===== config.mk =====
export PLATFORM = sky130hd
export DESIGN_NAME = tlpt_ctrl
export DESIGN_NICKNAME = d
export VERILOG_FILES = /design/src/rtl/tlpt_pkg.sv /design/src/rtl/tlpt_ctrl.sv
export SDC_FILE = /design/constraint.sdc
export NUM_CORES = 1
export LEC_CHECK = 0
export BUFFER_PORTS_ARGS = -buffer_cell sky130_fd_sc_hd__buf_2
export CAP_MARGIN = 5
export CORE_AREA = 2 2 39 41
export DETAILED_ROUTE_END_ITERATION = 8
export DIE_AREA = 0 0 41 43
export HOLD_SLACK_MARGIN = 0.08
export PLACE_DENSITY = 0.78
export SLEW_MARGIN = 20
export SYNTH_ARGS = -nofsm -noshare
export SYNTH_HDL_FRONTEND = slang
export SYNTH_SLANG_ARGS = --single-unit

===== constraint.sdc =====
create_clock -name clk -period 1.1 [get_ports clk]
set_input_delay 0.11 -clock clk [delete_from_list [all_inputs] [get_ports clk]]
set_output_delay 0.11 -clock clk [all_outputs]
set_load 0.005 [all_outputs]

===== src/rtl/tlpt_pkg.sv =====
// Shared constants, codes and types of the two-level page table engine.
// Used by the controller, the datapath and the top level; no dependencies.
package tlpt_pkg;

  localparam int DIR_ENTRIES   = 1024;
  localparam int TABLE_ENTRIES = 1024;
  localparam int TABLE_POOL    = 16;

  localparam int IDX_W     = $clog2(TABLE_ENTRIES);
  localparam int SLOT_W    = (TABLE_POOL > 1) ? $clog2(TABLE_POOL) : 1;
  localparam int USED_W    = $clog2(TABLE_POOL + 1);
  localparam int TBL_AW    = SLOT_W + IDX_W;
  localparam int TBL_DEPTH = TABLE_POOL * TABLE_ENTRIES;

  localparam logic [31:0] FRAME_MASK    = 32'hFFFF_F000;
  localparam logic [31:0] OFFSET_MASK   = 32'h0000_0FFF;
  localparam logic [11:0] ENTRY_PRESENT = 12'h001;

  localparam logic [1:0] KIND_XLATE = 2'd0;
  localparam logic [1:0] KIND_MAP   = 2'd1;
  localparam logic [1:0] KIND_UNMAP = 2'd2;

  typedef enum logic [1:0] {
    RES_ZERO,
    RES_EMPTY,
    RES_XLATE,
    RES_UNMAP
  } res_sel_t;

  typedef struct packed {
    logic              present;
    logic [SLOT_W-1:0] slot;
  } dir_ent_t;

  typedef struct packed {
    logic     capture;
    logic     slot_ld;
    logic     alloc;
    logic     dir_init;
    logic     tbl_rd;
    logic     tbl_wr;
    logic     tbl_sweep;
    logic     tbl_map;
    logic     cnt_clr;
    logic     cnt_inc;
    logic     res_ld;
    res_sel_t res_sel;
    logic     out_ld;
  } tlpt_cmd_t;

  typedef struct packed {
    logic [1:0] kind;
    logic       dir_present;
    logic       pool_full;
    logic       cnt_last;
    logic       out_free;
  } tlpt_sts_t;

endpackage


===== src/rtl/tlpt_ctrl.sv =====
// Controller: sequences directory clearing, directory read, table allocation and sweep,
// table read and write-back, and result delivery. Depends on tlpt_pkg.
module tlpt_ctrl
  import tlpt_pkg::*;
(
  input  logic      clk,
  input  logic      rst_n,
  input  logic      in_valid,
  output logic      in_ready,
  input  tlpt_sts_t sts,
  output tlpt_cmd_t cmd
);

  typedef enum logic [2:0] {
    S_INIT,
    S_IDLE,
    S_DIR,
    S_SWEEP,
    S_MAPW,
    S_RD,
    S_TBL,
    S_DONE
  } state_t;

  state_t state_r;
  state_t state_nxt;

  always_comb begin
    cmd       = '0;
    state_nxt = state_r;
    in_ready  = 1'b0;
    unique case (state_r)
      S_INIT: begin
        cmd.dir_init = 1'b1;
        cmd.cnt_inc  = 1'b1;
        if (sts.cnt_last) begin
          state_nxt = S_IDLE;
        end
      end
      S_IDLE: begin
        in_ready = 1'b1;
        if (in_valid) begin
          cmd.capture = 1'b1;
          state_nxt   = S_DIR;
        end
      end
      S_DIR: begin
        cmd.slot_ld = 1'b1;
        unique case (sts.kind) inside
          KIND_XLATE: begin
            if (sts.dir_present) begin
              state_nxt = S_RD;
            end else begin
              cmd.res_ld  = 1'b1;
              cmd.res_sel = RES_ZERO;
              state_nxt   = S_DONE;
            end
          end
          KIND_MAP, KIND_UNMAP: begin
            if (sts.dir_present) begin
              state_nxt = (sts.kind == KIND_MAP) ? S_MAPW : S_RD;
            end else if (sts.pool_full) begin
              cmd.res_ld  = 1'b1;
              cmd.res_sel = RES_EMPTY;
              state_nxt   = S_DONE;
            end else begin
              cmd.alloc   = 1'b1;
              cmd.cnt_clr = 1'b1;
              state_nxt   = S_SWEEP;
            end
          end
          default: begin
            cmd.res_ld  = 1'b1;
            cmd.res_sel = RES_ZERO;
            state_nxt   = S_DONE;
          end
        endcase
      end
      S_SWEEP: begin
        cmd.tbl_wr    = 1'b1;
        cmd.tbl_sweep = 1'b1;
        cmd.cnt_inc   = 1'b1;
        if (sts.cnt_last) begin
          if (sts.kind == KIND_MAP) begin
            state_nxt = S_MAPW;
          end else begin
            cmd.res_ld  = 1'b1;
            cmd.res_sel = RES_ZERO;
            state_nxt   = S_DONE;
          end
        end
      end
      S_MAPW: begin
        cmd.tbl_wr  = 1'b1;
        cmd.tbl_map = 1'b1;
        cmd.res_ld  = 1'b1;
        cmd.res_sel = RES_ZERO;
        state_nxt   = S_DONE;
      end
      S_RD: begin
        cmd.tbl_rd = 1'b1;
        state_nxt  = S_TBL;
      end
      S_TBL: begin
        cmd.res_ld = 1'b1;
        if (sts.kind == KIND_UNMAP) begin
          cmd.tbl_wr  = 1'b1;
          cmd.res_sel = RES_UNMAP;
        end else begin
          cmd.res_sel = RES_XLATE;
        end
        state_nxt = S_DONE;
      end
      S_DONE: begin
        if (sts.out_free) begin
          cmd.out_ld = 1'b1;
          state_nxt  = S_IDLE;
        end
      end
      default: begin
        state_nxt = S_INIT;
      end
    endcase
  end

  always_ff @(posedge clk) begin
    if (!rst_n) begin
      state_r <= S_INIT;
    end else begin
      state_r <= state_nxt;
    end
  end

  // An accepted beat always starts with the directory lookup.
  a_accept_dir: assert property (@(posedge clk) disable iff (!rst_n)
    (in_valid && in_ready) |=> (state_r == S_DIR))
    else $error("accepted request did not start a directory lookup");

  // A table is only taken for an absent directory entry while the pool has room.
  a_alloc_legal: assert property (@(posedge clk) disable iff (!rst_n)
    cmd.alloc |-> (!sts.pool_full && !sts.dir_present))
    else $error("illegal page table allocation");

endmodule


==> impl_metrics.json <==
{
  "status": "complete, but fails checks",
  "violations": "setup timing",
  "period_needed_ns": 1.28,
  "final-hold-violation-count": 0,
  "fin_ws_ns": -0.183,
  "fp-row-count": 14,
  "antenna_left": 0,
  "worstHoldPathType": "input port to flip-flop",
  "coreArea_um2": 1380,
  "die-area_um2": 1760,
  "reg2reg_depth": 3,
  "diodes": 0,
  "crit_arrival_ns": 1.17,
  "largest_reg_flops": 3,
  "slew_viol_final": 0,
  "regArea_um2": 71.3,
  "vias": 747,
  "synth_fp_nets": 84,
  "antenna_found_initial": 0,
  "via_per_inst": 5.45,
  "r2r-start": "state_r[1]",
  "synthCells": 71,
  "crit_required_ns": 0.99,
  "io_buffers": 23,
  "syn_area_um2": 482,
  "swShare_pct": 32.5,
  "p_leak_nw": 0.482,
  "p_switching_w": 0.000196,
  "grt_pass1_wl_um": 2690,
  "grt_max_degree": 8,
  "synth_cell_types": 33,
  "cts_buffers": 3,
  "yosysSeqAreaShare_pct": 12.5,
  "die-height_um": 43,
  "vdd_drop_max_mv": 0.758,
  "nNetsFinal": 135,
  "power_density_nw_per_um2": 585,
  "seqPwrFrac_pct": 20.2,
  "rsz0062_at_grt": "yes",
  "endpoint_kind": "output port",
  "dp_cells": 118,
  "groute.usage.overall_pct": 21.7,
  "drt_wl_total_um": 2110,
  "p_int_w": 0.000406,
  "cts_max_path_buffers": 2,
  "synth_mux_area_share_pct": 0,
  "hold_buffers": 0,
  "grt_pass1_vias": 676,
  "start_util_pct": 34.8,
  "worstSkewPairLatency_ns": 0.24,
  "cts-root-buf": "clkbuf_4",
  "ys_warn_count": 0,
  "io_pins": 24,
  "r2r_slack_ns": -0.11,
  "min_from": "rst_n",
  "post_drt_wl_per_cell_um": 15.4,
  "syn_to_final_growth_pct": 114,
  "first_pass_iters": 4,
  "final_cell_mix": "buf_2 (20), buf_4 (16), buf_6 (12)",
  "criticalPathCategory": "flip-flop to output port",
  "reg2reg_to": "state_r[0]",
  "clock-sinks": 3,
  "drive_gt1_share_pct": 70.2,
  "min_to": "state_r[1]",
  "drc": 0,
  "hold_depth": 3,
  "synthXorXnorAreaFrac_pct": 0,
  "cap_violations": 0,
  "largestRegisters": "state_r (3)",
  "fin_skew_ns": 0.00483,
  "power.total_w": 0.000602,
  "tightest_slew_ns": 0.406,
  "fmaxAchievable_ghz": 0.779,
  "fp.dieW_um": 41,
  "synth_top_family_by_area": "simple AND/OR/NAND/NOR gates",
  "synthAdderAreaFrac_pct": 10.4,
  "synth_compound_area_share_pct": 23.6,
  "hpwl_um": 1080,
  "period_share_pct": 117,
  "mostFrequentLayoutCell": "buf_2",
  "fin_cells": 137,
  "cts_tree": "yes",
  "yosys.area_share.simple_pct": 42.3,
  "power_frac_clock_pct": 33.3,
  "drtIter0Drc": 13,
  "ys_seq_elements": 3,
  "finalSetupViolCount": 18,
  "relSlewSlack_pct": 72.6,
  "largest_register": "state_r",
  "cp-start-kind": "flip-flop",
  "place_congestion": 0.778,
  "clkTransAtPathRegs_ns": 0.04,
  "crit_fanout": 7,
  "synth.avg_cell_area_um2": 6.78,
  "combPwrFrac_pct": 46.6,
  "htreeDepth": 1,
  "overflow": 0,
  "n_fill_cell": 86,
  "timing.setup.tns_ns": -2.21,
  "multi_input_area_um2": 490
}
[cell usage after synthesis]
library cell | instances | area share (%)
a31oi_1 | 2 | 2.6
nor2b_1 | 2 | 2.6
nor2_4 | 1 | 2.3
o22a_1 | 1 | 1.8
nand2_1 | 6 | 4.7
nor3_1 | 2 | 2.1
nand2b_2 | 1 | 1.8
buf_6 | 2 | 4.7
o22ai_1 | 3 | 3.9
nor2_1 | 13 | 10
o21ai_1 | 1 | 1.0
nor4_1 | 1 | 1.3
o41ai_1 | 1 | 1.8
nand3b_1 | 1 | 1.6
nand3_1 | 2 | 2.1
and2b_1 | 1 | 1.6
nor4b_2 | 1 | 3.1
or2_1 | 1 | 1.3
o21a_1 | 1 | 1.6
o211ai_1 | 1 | 1.6
o21bai_1 | 1 | 1.6
o21ai_0 | 1 | 1.0
ha_1 | 4 | 10
o31ai_1 | 1 | 1.6
a21oi_1 | 5 | 5.2
nand2_2 | 1 | 1.3
nand2b_1 | 2 | 2.6
and3_1 | 2 | 2.6
and2_1 | 1 | 1.3
buf_4 | 2 | 3.1
dfxtp_1 | 3 | 12
buf_2 | 1 | 1.0
inv_1 | 3 | 2.3
[worst max path at each step]
| stage | startpoint | endpoint | slack [ns] | depth (start not counted) |
|---|---|---|---|---|
| 2_1_floorplan | state_r[2] | cmd[11] | 0.003 | 4 |
| 3_3_place_gp | sts[4] | cmd[1] | -0.14 | 8 |
| 3_5_place_dp | sts[4] | cmd[1] | -0.18 | 8 |
| 4_1_cts | state_r[1] | cmd[4] | -0.18 | 4 |
| 5_1_grt | state_r[0] | cmd[4] | -0.25 | 4 |
| 6_report | state_r[0] | cmd[5] | -0.18 | 3 |
[cell families (layout without fill, tap and decap cells)]
| logic type | after synthesis | after routing |
|---|---|---|
| and+or+nand+nor | 38 | 38 |
| AOI/OAI and AO/OA | 18 | 18 |
| buffers and inverters | 8 | 58 |
| adders and majority gates | 4 | 4 |
| DFF | 3 | 3 |
[per-layer routing]
layer	up-vias	GRT usage [%]	part of all wire (%)
li1	348	-	-
met4	0	10.0	2.8
met1	362	22.4	39
met3	8	3.66	4.9
met2	29	39.1	53
met5	-	0	0
[through the flow]
step	hold WS [ns]	util [%]	instance area, um2	setup WS [ns]
floorplan	0.233	-	497	0.00305
global placement	0.380	49.6	687	-0.144
detailed placement	0.381	49.6	687	-0.183
CTS	0.125	67.7	937	-0.180
global route	0.176	74.4	1030	-0.252
finish	0.156	74.4	1030	-0.183
[cell type report]
class,instances,share of cell area (%)
Clock buffer,4,2.55
Inverter,3,1.58
Multi-Input combinational cell,60,47.6
Sequential cell,3,6.93
Tap cell,16,1.94
Timing Repair Buffer,51,39.4
[power groups by stage]
| stage | sequential [W] | clock (W) | combinational, W |
|---|---|---|---|
| 6_report | 0.000121 | 0.000200 | 0.000281 |
| 5_1_grt | 0.000123 | 0.000212 | 0.000303 |
| 4_1_cts | 0.000120 | 0.000199 | 0.000237 |
| 3_5_place_dp | 0.000124 | 0 | 0.000171 |
| 3_3_place_gp | 0.000123 | 0 | 0.000165 |
| 2_1_floorplan | 0.000121 | 0 | 0.0000976 |
[timing repair]
action | 4_1_cts | 5_1_grt
pin swaps | 11 | 6
setup buffers | 11 | 4
setup endpoints to repair | 18 | 18
resized for setup | 34 | 16
[critical path, stage by stage (launching register included)]
cell and delay (ns):
dfxtp_4 0.37, nand2b_4 0.18, nor4_4 0.23, buf_2 0.16
No activity file was read; power rests on OpenSTA's default activity.
